==> src/design/lld_pkg.sv <==
`timescale 1ns / 1ps
// ----------------------------------------------------------------------------
// lld_pkg
// Shared types, register map, mode codes and helper functions of the
// landing and fall detector.
// ----------------------------------------------------------------------------
package lld_pkg;

    // Geometry
    localparam int LEGS           = 4;
    localparam int COUNT_BITS_DEF = 16;
    localparam int QBITS          = 16;   // quotient bits of one mean division
    localparam int CFG_W          = 16;   // widest configuration register
    localparam int CFG_IDX_W      = 3;

    // Register map
    localparam logic [CFG_IDX_W-1:0] REG_AVG_TICKS    = 3'd0;
    localparam logic [CFG_IDX_W-1:0] REG_TILT_LIMIT   = 3'd1;
    localparam logic [CFG_IDX_W-1:0] REG_FALL_TICKS   = 3'd2;
    localparam logic [CFG_IDX_W-1:0] REG_LAND_TICKS   = 3'd3;
    localparam logic [CFG_IDX_W-1:0] REG_KNEE_TRIGGER = 3'd4;

    // Register reset values
    localparam logic [15:0] AVG_TICKS_RST    = 16'd500;
    localparam logic [14:0] TILT_LIMIT_RST   = 15'd6434;
    localparam logic [15:0] FALL_TICKS_RST   = 16'd100;
    localparam logic [15:0] LAND_TICKS_RST   = 16'd100;
    localparam logic [14:0] KNEE_TRIGGER_RST = 15'd192;   // 0.75 N.m in Q8.8

    // Opcodes
    localparam logic OP_TICK  = 1'b0;
    localparam logic OP_ENTER = 1'b1;

    // Mode codes
    localparam logic [2:0] MODE_LIFTED     = 3'd0;
    localparam logic [2:0] MODE_DAMPER     = 3'd1;
    localparam logic [2:0] MODE_RECOVERY   = 3'd2;
    localparam logic [2:0] MODE_OFF        = 3'd3;
    localparam logic [2:0] MODE_LOCOMOTION = 3'd4;
    localparam logic [2:0] MODE_QP_STAND   = 3'd5;
    localparam logic [2:0] MODE_RESET      = 3'd6;
    localparam logic [2:0] MODE_BAD        = 3'd7;

    typedef struct packed {
        logic               opcode;
        logic signed [15:0] roll;
        logic signed [15:0] pitch;
        logic signed [15:0] knee_torque_0;
        logic signed [15:0] knee_torque_1;
        logic signed [15:0] knee_torque_2;
        logic signed [15:0] knee_torque_3;
        logic [2:0]         requested_mode;
    } tick_t;

    typedef struct packed {
        logic       ready_res;
        logic       landed;
        logic       fallen;
        logic       gait_select;
        logic [2:0] next_mode;
        logic       switch_done;
        logic       bad_request;
    } result_t;

    typedef struct packed {
        logic [2:0] next_mode;
        logic       switch_done;
        logic       bad_request;
    } mode_sel_t;

    // Magnitude of a 17-bit signed value (never the most negative code here)
    function automatic logic [16:0] abs17(input logic signed [16:0] v);
        logic signed [16:0] n;
        n = -v;
        return v[16] ? 17'(n) : 17'(v);
    endfunction

    // Mode transition decision from the updated flags
    function automatic mode_sel_t select_mode(input logic [2:0] mode,
                                              input logic       rdy,
                                              input logic       landing,
                                              input logic       falling);
        mode_sel_t s;
        s = '{next_mode: MODE_LIFTED, switch_done: 1'b0, bad_request: 1'b0};
        case (mode) inside
            MODE_DAMPER, MODE_RECOVERY, MODE_OFF:
            begin
                s.next_mode   = mode;
                s.switch_done = 1'b1;
            end
            MODE_LOCOMOTION, MODE_QP_STAND:
            begin
                if (rdy && landing)
                begin
                    s.next_mode   = mode;
                    s.switch_done = 1'b1;
                end
            end
            MODE_RESET:
            begin
                if (rdy && falling)
                begin
                    s.next_mode   = mode;
                    s.switch_done = 1'b1;
                end
            end
            MODE_BAD:
            begin
                s.bad_request = 1'b1;
            end
            default:
            begin
                s.next_mode = MODE_LIFTED;
            end
        endcase
        return s;
    endfunction

endpackage

==> src/design/lld_stream_if.sv <==
`timescale 1ns / 1ps
// ----------------------------------------------------------------------------
// lld_stream_if
// Valid/ready channel carrying one payload of type T per transaction.
// ----------------------------------------------------------------------------
interface lld_stream_if #(
    parameter type T = logic
);
    logic valid;
    logic ready;
    T     data;

    modport source (output valid, output data, input ready);
    modport sink   (input valid, input data, output ready);
endinterface

==> src/design/lift_landing_fall_detector.sv <==
`timescale 1ns / 1ps
// ----------------------------------------------------------------------------
// lift_landing_fall_detector
// Landing and fall detector for a lifted legged robot. Averages the resting
// knee torques, then counts tilted or knee-triggered ticks toward falling or
// landing and decides the mode transition.
// ----------------------------------------------------------------------------
// Control and enter ticks give their result in the cycle after acceptance.
// Averaging ticks keep the block busy: a bit-serial shift-add multiply of
// mean by (n-1), a rounding set-up step, then a radix-2 division by n, one
// quotient bit per cycle, all legs in lanes.
// Throughput: one non-averaging tick per cycle while results are taken.
// Reset: registers take default values, counters/flags/means clear; no sweep.
// ----------------------------------------------------------------------------
module lift_landing_fall_detector
    import lld_pkg::*;
#(
    parameter int COUNT_BITS = COUNT_BITS_DEF
)(
    input  logic                    clk,
    input  logic                    rst_n,
    input  logic                    cfg_we,
    input  logic [CFG_IDX_W-1:0]    cfg_index,
    input  logic [CFG_W-1:0]        cfg_data,
    lld_stream_if.sink              tick,
    lld_stream_if.source            result
);

    localparam int CW        = (COUNT_BITS > 16) ? COUNT_BITS : 16;
    localparam int SW        = COUNT_BITS + QBITS;   // product/sum width
    localparam int STEPS_MAX = (COUNT_BITS > QBITS) ? COUNT_BITS : QBITS;
    localparam int STEP_W    = $clog2(STEPS_MAX);
    localparam logic [COUNT_BITS-1:0] CNT_MAX = {COUNT_BITS{1'b1}};

    localparam logic [2:0] S_IDLE = 3'd0;
    localparam logic [2:0] S_MUL  = 3'd1;
    localparam logic [2:0] S_PREP = 3'd2;
    localparam logic [2:0] S_DIV  = 3'd3;
    localparam logic [2:0] S_DONE = 3'd4;

    // Configuration registers
    logic [15:0] avg_ticks_reg;
    logic [14:0] tilt_limit_reg;
    logic [15:0] fall_ticks_reg;
    logic [15:0] land_ticks_reg;
    logic [14:0] knee_trigger_reg;

    // Detector state
    logic [COUNT_BITS-1:0] avg_count_reg, avg_count_next;
    logic [COUNT_BITS-1:0] fall_count_reg, fall_count_next;
    logic [COUNT_BITS-1:0] land_count_reg, land_count_next;
    logic                  landing_reg, landing_next;
    logic                  falling_reg, falling_next;
    logic                  ready_flag_reg, ready_flag_next;
    logic                  gait_reg, gait_next;
    logic signed [15:0]    knee_mean_reg [LEGS];

    // Sequencer and serial datapath
    logic [2:0]            state_reg, state_next;
    logic [STEP_W-1:0]     step_reg, step_next;
    logic [COUNT_BITS-1:0] mult_reg, mult_next;       // n-1, MSB first
    logic [2:0]            mode_reg;
    logic signed [15:0]    x_reg   [LEGS];
    logic signed [SW-1:0]  acc_reg [LEGS];
    logic [COUNT_BITS-1:0] rem_reg [LEGS];
    logic [QBITS-1:0]      lo_reg  [LEGS];
    logic                  neg_reg [LEGS];

    // Output register
    logic    out_valid_reg;
    result_t out_data_reg;

    logic               accept;
    logic               slot_free;
    logic               averaging;
    logic               tilted;
    logic               knee_hit;
    logic               load_now;
    logic               load_done;
    logic signed [15:0] knee_in [LEGS];
    logic [LEGS-1:0]    lane_hit;
    logic [COUNT_BITS-1:0] fall_inc, land_inc;
    mode_sel_t          sel_now, sel_done;

    assign slot_free  = !out_valid_reg || result.ready;
    assign tick.ready = (state_reg == S_IDLE) && slot_free;
    assign accept     = tick.valid && tick.ready;

    assign knee_in[0] = tick.data.knee_torque_0;
    assign knee_in[1] = tick.data.knee_torque_1;
    assign knee_in[2] = tick.data.knee_torque_2;
    assign knee_in[3] = tick.data.knee_torque_3;

    // Configuration writes
    always_ff @(posedge clk or negedge rst_n)
    begin
        if (!rst_n)
        begin
            avg_ticks_reg    <= AVG_TICKS_RST;
            tilt_limit_reg   <= TILT_LIMIT_RST;
            fall_ticks_reg   <= FALL_TICKS_RST;
            land_ticks_reg   <= LAND_TICKS_RST;
            knee_trigger_reg <= KNEE_TRIGGER_RST;
        end
        else if (cfg_we)
        begin
            case (cfg_index)
                REG_AVG_TICKS:    avg_ticks_reg    <= cfg_data;
                REG_TILT_LIMIT:   tilt_limit_reg   <= cfg_data[14:0];
                REG_FALL_TICKS:   fall_ticks_reg   <= cfg_data;
                REG_LAND_TICKS:   land_ticks_reg   <= cfg_data;
                REG_KNEE_TRIGGER: knee_trigger_reg <= cfg_data[14:0];
                default:          ;
            endcase
        end
    end

    // Tick classification: tilt and per-leg knee trigger
    always_comb
    begin
        tilted = (abs17(17'(tick.data.roll))  > {2'b00, tilt_limit_reg}) ||
                 (abs17(17'(tick.data.pitch)) > {2'b00, tilt_limit_reg});
        for (int i = 0; i < LEGS; i++)
        begin
            lane_hit[i] =
                (abs17(17'(knee_in[i]) - 17'(knee_mean_reg[i])) >= {2'b00, knee_trigger_reg}) ||
                (abs17(17'(knee_in[i])) >= {2'b00, knee_trigger_reg});
        end
        knee_hit  = |lane_hit;
        averaging = (CW'(avg_count_reg) < CW'(avg_ticks_reg)) && (avg_count_reg != CNT_MAX);
        fall_inc  = (fall_count_reg == CNT_MAX) ? CNT_MAX : fall_count_reg + 1'b1;
        land_inc  = (land_count_reg == CNT_MAX) ? CNT_MAX : land_count_reg + 1'b1;
    end

    // Flag and counter update for an accepted transaction
    always_comb
    begin
        avg_count_next  = avg_count_reg;
        fall_count_next = fall_count_reg;
        land_count_next = land_count_reg;
        landing_next    = landing_reg;
        falling_next    = falling_reg;
        ready_flag_next = ready_flag_reg;
        gait_next       = gait_reg;
        load_now        = 1'b0;
        if (accept)
        begin
            if (tick.data.opcode == OP_ENTER)
            begin
                ready_flag_next = 1'b0;
                avg_count_next  = '0;
                fall_count_next = '0;
                land_count_next = '0;
                load_now        = 1'b1;
            end
            else if (averaging)
            begin
                avg_count_next = avg_count_reg + 1'b1;
            end
            else if (tilted)
            begin
                land_count_next = '0;
                landing_next    = 1'b0;
                gait_next       = 1'b1;
                fall_count_next = fall_inc;
                falling_next    = CW'(fall_inc) >= CW'(fall_ticks_reg);
                ready_flag_next = falling_next;
                load_now        = 1'b1;
            end
            else
            begin
                fall_count_next = '0;
                falling_next    = 1'b0;
                gait_next       = 1'b0;
                landing_next    = knee_hit;
                land_count_next = knee_hit ? land_inc : '0;
                ready_flag_next = CW'(land_count_next) >= CW'(land_ticks_reg);
                load_now        = 1'b1;
            end
        end
    end

    // Sequencer for the mean update
    always_comb
    begin
        state_next = state_reg;
        step_next  = step_reg;
        mult_next  = mult_reg;
        load_done  = 1'b0;
        unique case (state_reg)
            S_IDLE:
            begin
                if (accept && (tick.data.opcode == OP_TICK) && averaging)
                begin
                    state_next = S_MUL;
                    step_next  = '0;
                    mult_next  = avg_count_reg;
                end
            end
            S_MUL:
            begin
                mult_next = mult_reg << 1;
                step_next = step_reg + 1'b1;
                if (step_reg == STEP_W'(COUNT_BITS - 1))
                begin
                    state_next = S_PREP;
                end
            end
            S_PREP:
            begin
                step_next  = '0;
                state_next = S_DIV;
            end
            S_DIV:
            begin
                step_next = step_reg + 1'b1;
                if (step_reg == STEP_W'(QBITS - 1))
                begin
                    state_next = S_DONE;
                end
            end
            S_DONE:
            begin
                if (slot_free)
                begin
                    load_done  = 1'b1;
                    state_next = S_IDLE;
                end
            end
            default:
            begin
                state_next = S_IDLE;
            end
        endcase
    end

    always_ff @(posedge clk or negedge rst_n)
    begin
        if (!rst_n)
        begin
            state_reg      <= S_IDLE;
            step_reg       <= '0;
            avg_count_reg  <= '0;
            fall_count_reg <= '0;
            land_count_reg <= '0;
            landing_reg    <= 1'b0;
            falling_reg    <= 1'b0;
            ready_flag_reg <= 1'b0;
            gait_reg       <= 1'b0;
        end
        else
        begin
            state_reg      <= state_next;
            step_reg       <= step_next;
            avg_count_reg  <= avg_count_next;
            fall_count_reg <= fall_count_next;
            land_count_reg <= land_count_next;
            landing_reg    <= landing_next;
            falling_reg    <= falling_next;
            ready_flag_reg <= ready_flag_next;
            gait_reg       <= gait_next;
        end
    end

    always_ff @(posedge clk)
    begin
        mult_reg <= mult_next;
        if (accept)
        begin
            mode_reg <= tick.data.requested_mode;
        end
    end

    // Per-leg lanes: shift-add multiply, rounding set-up, restoring division
    for (genvar g = 0; g < LEGS; g++)
    begin : g_lane
        logic signed [SW-1:0]   sum;
        logic [SW-1:0]          mag;
        logic [SW-1:0]          dividend;
        logic [COUNT_BITS:0]    trial;
        logic                   fits;
        logic [COUNT_BITS:0]    diff;
        logic signed [SW-1:0]   mean_ext;
        logic [QBITS-1:0]       q_neg;

        always_comb
        begin
            mean_ext = SW'(knee_mean_reg[g]);
            sum      = acc_reg[g] + SW'(x_reg[g]);
            mag      = sum[SW-1] ? SW'(-sum) : SW'(sum);
            dividend = mag + SW'(avg_count_reg >> 1);
            trial    = {rem_reg[g], lo_reg[g][QBITS-1]};
            fits     = trial >= {1'b0, avg_count_reg};
            diff     = trial - {1'b0, avg_count_reg};
            q_neg    = QBITS'(-lo_reg[g]);
        end

        always_ff @(posedge clk)
        begin
            if (accept)
            begin
                x_reg[g]   <= knee_in[g];
                acc_reg[g] <= '0;
            end
            else if (state_reg == S_MUL)
            begin
                acc_reg[g] <= (acc_reg[g] <<< 1) +
                              (mult_reg[COUNT_BITS-1] ? mean_ext : SW'(0));
            end

            if (state_reg == S_PREP)
            begin
                neg_reg[g] <= sum[SW-1];
                rem_reg[g] <= dividend[SW-1:QBITS];
                lo_reg[g]  <= dividend[QBITS-1:0];
            end
            else if (state_reg == S_DIV)
            begin
                rem_reg[g] <= fits ? diff[COUNT_BITS-1:0] : trial[COUNT_BITS-1:0];
                lo_reg[g]  <= {lo_reg[g][QBITS-2:0], fits};
            end
        end

        always_ff @(posedge clk or negedge rst_n)
        begin
            if (!rst_n)
            begin
                knee_mean_reg[g] <= '0;
            end
            else if (load_done)
            begin
                knee_mean_reg[g] <= neg_reg[g] ? signed'(q_neg) : signed'(lo_reg[g]);
            end
        end
    end

    // Result register
    assign sel_now  = select_mode(tick.data.requested_mode, ready_flag_next,
                                  landing_next, falling_next);
    assign sel_done = select_mode(mode_reg, ready_flag_reg, landing_reg, falling_reg);

    always_ff @(posedge clk or negedge rst_n)
    begin
        if (!rst_n)
        begin
            out_valid_reg <= 1'b0;
        end
        else if (load_now || load_done)
        begin
            out_valid_reg <= 1'b1;
        end
        else if (result.ready)
        begin
            out_valid_reg <= 1'b0;
        end
    end

    always_ff @(posedge clk)
    begin
        if (load_now)
        begin
            out_data_reg <= '{ready_res:   ready_flag_next,
                               landed:      landing_next,
                               fallen:      falling_next,
                               gait_select: gait_next,
                               next_mode:   sel_now.next_mode,
                               switch_done: sel_now.switch_done,
                               bad_request: sel_now.bad_request};
        end
        else if (load_done)
        begin
            out_data_reg <= '{ready_res:   ready_flag_reg,
                               landed:      landing_reg,
                               fallen:      falling_reg,
                               gait_select: gait_reg,
                               next_mode:   sel_done.next_mode,
                               switch_done: sel_done.switch_done,
                               bad_request: sel_done.bad_request};
        end
    end

    assign result.valid = out_valid_reg;
    assign result.data  = out_data_reg;

    // Checks
    a_busy_no_accept: assert property (@(posedge clk) disable iff (!rst_n)
        (state_reg != S_IDLE) |-> !tick.ready)
        else $error("tick accepted while a mean update is in progress");

    a_flags_exclusive: assert property (@(posedge clk) disable iff (!rst_n)
        !(landing_reg && falling_reg))
        else $error("landing and falling flags both set");

    a_enter_clears: assert property (@(posedge clk) disable iff (!rst_n)
        (accept && (tick.data.opcode == OP_ENTER)) |=>
            (fall_count_reg == '0) && (land_count_reg == '0) && !ready_flag_reg &&
            out_valid_reg && !out_data_reg.ready_res)
        else $error("enter command did not clear counters");

    a_div_steps: assert property (@(posedge clk) disable iff (!rst_n)
        (state_reg == S_DIV) |-> (step_reg <= STEP_W'(QBITS - 1)))
        else $error("division ran past its quotient width");

    a_done_loads: assert property (@(posedge clk) disable iff (!rst_n)
        ((state_reg == S_DONE) && slot_free) |=> (out_valid_reg && (state_reg == S_IDLE)))
        else $error("finished mean update gave no result");

endmodule

==> src/flat_wrapper.sv <==
// flat-port wrapper written by rule: the top's interface ports become plain ports
module lift_landing_fall_detector_flat import lld_pkg::*;
#(
    parameter int COUNT_BITS = COUNT_BITS_DEF
)
  (clk, rst_n, cfg_we, cfg_index, cfg_data, tick_valid, tick_data, tick_ready, result_valid, result_data, result_ready);
  lld_stream_if #(.T(tick_t)) tick_i ();
  lld_stream_if #(.T(result_t)) result_i ();
  input  logic clk;
  input  logic rst_n;
  input  logic cfg_we;
  input  logic [CFG_IDX_W-1:0] cfg_index;
  input  logic [CFG_W-1:0] cfg_data;
  input wire logic [$bits(tick_i.valid)-1:0] tick_valid;
  input wire logic [$bits(tick_i.data)-1:0] tick_data;
  output wire logic [$bits(tick_i.ready)-1:0] tick_ready;
  output wire logic [$bits(result_i.valid)-1:0] result_valid;
  output wire logic [$bits(result_i.data)-1:0] result_data;
  input wire logic [$bits(result_i.ready)-1:0] result_ready;
  assign tick_i.valid = tick_valid;
  assign tick_i.data = tick_data;
  assign tick_ready = tick_i.ready;
  assign result_valid = result_i.valid;
  assign result_data = result_i.data;
  assign result_i.ready = result_ready;
  lift_landing_fall_detector #(.COUNT_BITS(COUNT_BITS)) u_core (.clk(clk), .rst_n(rst_n), .cfg_we(cfg_we), .cfg_index(cfg_index), .cfg_data(cfg_data), .tick(tick_i), .result(result_i));
endmodule
==> config.mk <==
export PLATFORM = sky130hd
export DESIGN_NAME = lift_landing_fall_detector_flat
export DESIGN_NICKNAME = d
export VERILOG_FILES = /design/src/design/lld_pkg.sv /design/src/design/lld_stream_if.sv /design/src/design/lift_landing_fall_detector.sv /design/src/flat_wrapper.sv
export SDC_FILE = /design/constraint.sdc
export NUM_CORES = 2
export LEC_CHECK = 0
export BUFFER_PORTS_ARGS = -buffer_cell sky130_fd_sc_hd__buf_2
export CAP_MARGIN = 30
export CORE_MARGIN = 1
export CORE_UTILIZATION = 45
export DETAILED_ROUTE_END_ITERATION = 16
export PLACE_DENSITY = 0.63
export SLEW_MARGIN = 40
export SYNTH_ARGS = -nofsm -noshare
export SYNTH_HDL_FRONTEND = slang
export SYNTH_SLANG_ARGS = --single-unit
==> constraint.sdc <==
create_clock -name clk -period 10 [get_ports clk]
set_input_delay 0.5 -clock clk [delete_from_list [all_inputs] [get_ports clk]]
set_output_delay 0.5 -clock clk [all_outputs]
set_load 0.005 [all_outputs]
==> flow_metrics.env <==
export IMPL_ys_ff_latch=554
export IMPL_grt_pass1_wl_um=270000
export IMPL_synth_flop_cell="edfxtp_1"
export IMPL_synthArstFlopShare_pct=36.5
export IMPL_worst_path_largest_cell_delay_ns=0.52
export IMPL_post_route_period_util_pct=94.8
export IMPL_wl_per_cell_um=20.3
export IMPL_syn_inst=6762
export IMPL_dieArea_um2=128000
export IMPL_grt_pass1_vias=48241
export IMPL_r2r_slack_ns=0.52
export IMPL_power_leakage_nw=27.1
export IMPL_syn_area_um2=56900
export IMPL_timing_hold_violations_final=0
export IMPL_fin_crit_ns=9.48
export IMPL_final_area_um2=62200
export IMPL_tightest_slew_ns=0.982
export IMPL_cp_slowest_cell="or4_1"
export IMPL_avgSynthCellArea_um2=8.42
export IMPL_finalClockSkew_ns=0.0254
export IMPL_synth_nets=7557
export IMPL_cts_root_buf="clkbuf_16"
export IMPL_synth_compound_area_share_pct=23.0
export IMPL_vias=50928
export IMPL_multiInputGateArea_um2=39400
export IMPL_synth_edf_count=352
export IMPL_hp_class="in -> reg"
export IMPL_largest_reg_flops=128
export IMPL_cts_tree="built"
export IMPL_synth_cell_types=110
export IMPL_core_um2=126000
export IMPL_max_freq_mhz=105
export IMPL_slew_headroom_pct=34.5
export IMPL_fp_dieH_um=358
export IMPL_dpl_hpwl_um=132000
export IMPL_cp_max_fo=4
export IMPL_cts_buffer_depth=3
export IMPL_synth_xor_area_share_pct=10.2
export IMPL_drc=0
export IMPL_yosys_warnings=0
export IMPL_numCtsBuffers=70
export IMPL_dr_pass1_iters=8
export IMPL_io_pins=135
export IMPL_reg2reg_to="u_core.result.data[2]"
export IMPL_synthSimpleGateAreaFrac_pct=19.2
export IMPL_p_clk_share_pct=11.7
export IMPL_internal_power_mw=12.1
export IMPL_r2r_start="u_core.g_lane[2].mean_ext[1]"
export IMPL_cts_htree_levels=3
export IMPL_ys_seq_area_share_pct=27.5
export IMPL_gr_total_overflow=0
export IMPL_rows=130
export IMPL_crit_type="reg -> reg"
export IMPL_synthAdderAreaFrac_pct=15.0
export IMPL_ir_worst_vdd_mv=0.179
export IMPL_critPathCaptureType="register"
export IMPL_powerDensity_nw_per_um2=379
export IMPL_clock_sinks=554
export IMPL_p_sw_share_pct=48.8
export IMPL_timing_critical_path_from="u_core.g_lane[2].mean_ext[1]"
export IMPL_combPwrFrac_pct=69.1
export IMPL_drive_above_1_share_pct=7.38
export IMPL_status="finished clean"
export IMPL_hold_ws_ns=0.0515
export IMPL_place_gp_congestion=0.949
export IMPL_drt_wl_total_um=174000
export IMPL_synth_top_family_by_area="compound AO/OA/AOI/OAI gates"
export IMPL_drtIter0Drc=3574
export IMPL_setup_slack_ns=0.520
export IMPL_ant_nets=0
export IMPL_grt_use_total_pct=26.7
export IMPL_cap_violations=0
export IMPL_setup_viol_count_final=0
export IMPL_die_x_um=358
export IMPL_start_util_pct=45.4
export IMPL_clock_latency_ns=0.69
export IMPL_seq_area_um2=15700
export IMPL_io_buffers=134
export IMPL_power_switching_mw=11.5
export IMPL_endpoint="u_core.result.data[2]"
export IMPL_r2r_cells=41
export IMPL_clk_pin_slew_ns=0.06
export IMPL_crit_required_ns=10.44
export IMPL_area_growth_pct=9.14
export IMPL_cpMostUsedCell="a21o_1"
export IMPL_n_fill_cell=12152
export IMPL_muxShareOfSynthArea_pct=1.45
export IMPL_place_area_um2=59600
export IMPL_seqPwrFrac_pct=19.2
export IMPL_grt_max_degree=78
export IMPL_slew_violations=0
export IMPL_preCtsSetupSlack_ns=-0.0432
export IMPL_avgViaCountPerCell=5.96
export IMPL_antenna_found_initial=6
export IMPL_critPathLaunchType="register"
export IMPL_nets=7630
export IMPL_critPathArrivalTime_ns=9.92
==> placed cells by master (no fill, tap or decap), types with 43 or more instances in the layout <==
cell,instances
inv_1,350
dfrtp_1,180
a21oi_1,454
xnor2_1,431
or3_1,78
nand2_1,603
mux2i_1,43
a211oi_1,69
o21ai_0,540
o21a_1,117
clkbuf_16,71
nor2_1,544
xor2_1,231
a21o_1,216
nor4_1,49
a21boi_0,45
nand2b_1,99
nor2b_1,89
nor3_1,180
o211ai_1,58
ha_1,651
edfxtp_1,352
buf_4,53
a31oi_1,71
and3_1,70
nand3_1,133
and2_1,98
nand4_1,87
o31ai_1,72
buf_2,134
==> area by class of cell <==
type	count	share of cell area [%]
diodes	7	0.0282
clock buffers	84	3.10
inverters	353	2.13
clock inverters	46	0.841
flip-flops and latches	554	25.2
well taps	1650	3.32
multi-input cells	5658	63.5
repair buffers	198	1.94
==> power by group through the flow <==
stage	sequential [mW]	clock, mW	combinational (mW)
2_1_floorplan	4.37	0	12.5
3_3_place_gp	4.54	0	15.8
3_5_place_dp	4.55	0	16.1
4_1_cts	4.51	2.81	16.2
5_1_grt	4.61	2.89	18.2
6_report	4.51	2.76	16.3
==> worst max-delay path, delay by kind of cell, from the launching register on <==
family	cells	cell delay [ns]
compound gates	22	4.37
buf+inv	2	0.22
mux	1	0.17
xor+xnor	1	0.15
fa+ha+maj	3	0.77
flops	1	0.40
simple gates	12	3.16
==> stage by stage <==
stage / TNS (ns) / power (mW) / std cells / utilization [%]
floorplan: 0 / 16.9 / 6762 / -
global placement: 0 / 20.3 / 8409 / 47.4
detailed placement: -0.0432 / 20.6 / 8410 / 47.4
CTS: 0 / 23.5 / 8541 / 49.4
global route: -0.0201 / 25.7 / 8546 / 49.5
finish: 0 / 23.6 / 8550 / 49.5
==> cell families (layout without fill, tap and decap cells) <==
logic type               after synthesis  in the layout
AO/OA/AOI/OAI                       2021           2021
other                                  0              7
multiplexers                          78             78
AND/OR/NAND/NOR                     2225           2225
buffers and inverters                550            681
flip-flops                           554            554
adder cells (fa/ha/maj)              671            671
XOR/XNOR                             663            663
==> cells in the mapped netlist (all sizes together), types with 36 or more instances <==
library cell,count,area share [%]
a211oi,72,0.96
a21boi,47,0.62
a21o,218,2.9
a21oi,457,4.0
a31oi,72,0.79
and2,105,1.2
and3,73,0.81
clkbuf,176,1.2
dfrtp,183,8.0
edfxtp,352,19
ha,651,14
inv,351,2.3
mux2i,43,0.76
nand2,606,4.0
nand2b,101,1.1
nand3,135,1.2
nand4,87,0.96
nor2,546,3.6
nor2b,92,1.0
nor3,185,1.6
nor4,52,0.59
o211ai,59,0.79
o21a,117,1.5
o21ai,546,4.8
o21bai,36,0.47
o31ai,74,0.98
or2,39,0.43
or3,79,0.87
xnor2,432,6.6
xor2,231,3.6
==> routing by layer <==
metal	global-route usage, %	share of wire [%]	up-vias
li1	-	-	25074
met1	35.2	44	24201
met2	44.6	47	1344
met3	3.02	5.3	305
met4	10.6	4.0	4
met5	0	0.020	-
==> worst min-delay path by stage <==
stage          slack [ns]  cells after the start             from                 endpoint
2_1_floorplan        0.20                      0            rst_n  u_core.avg_count_reg[0]
4_1_cts             0.004                      1    tick_data[19]       u_core.x_reg[2][0]
3_3_place_gp         0.47                      1  u_core.gait_reg          u_core.gait_reg
6_report             0.05                      1    tick_data[19]       u_core.x_reg[2][0]
3_5_place_dp         0.48                      1  u_core.gait_reg          u_core.gait_reg
5_1_grt              0.05                      1    tick_data[51]       u_core.x_reg[0][0]
==> timing repair <==
action	4_1_cts	5_1_grt
buffers inserted	0	1
hold buffers	1	0
resized for setup	0	11
setup endpoints to repair	0	5
hold endpoints to repair	73	0
(Power assumes the default switching activity.)
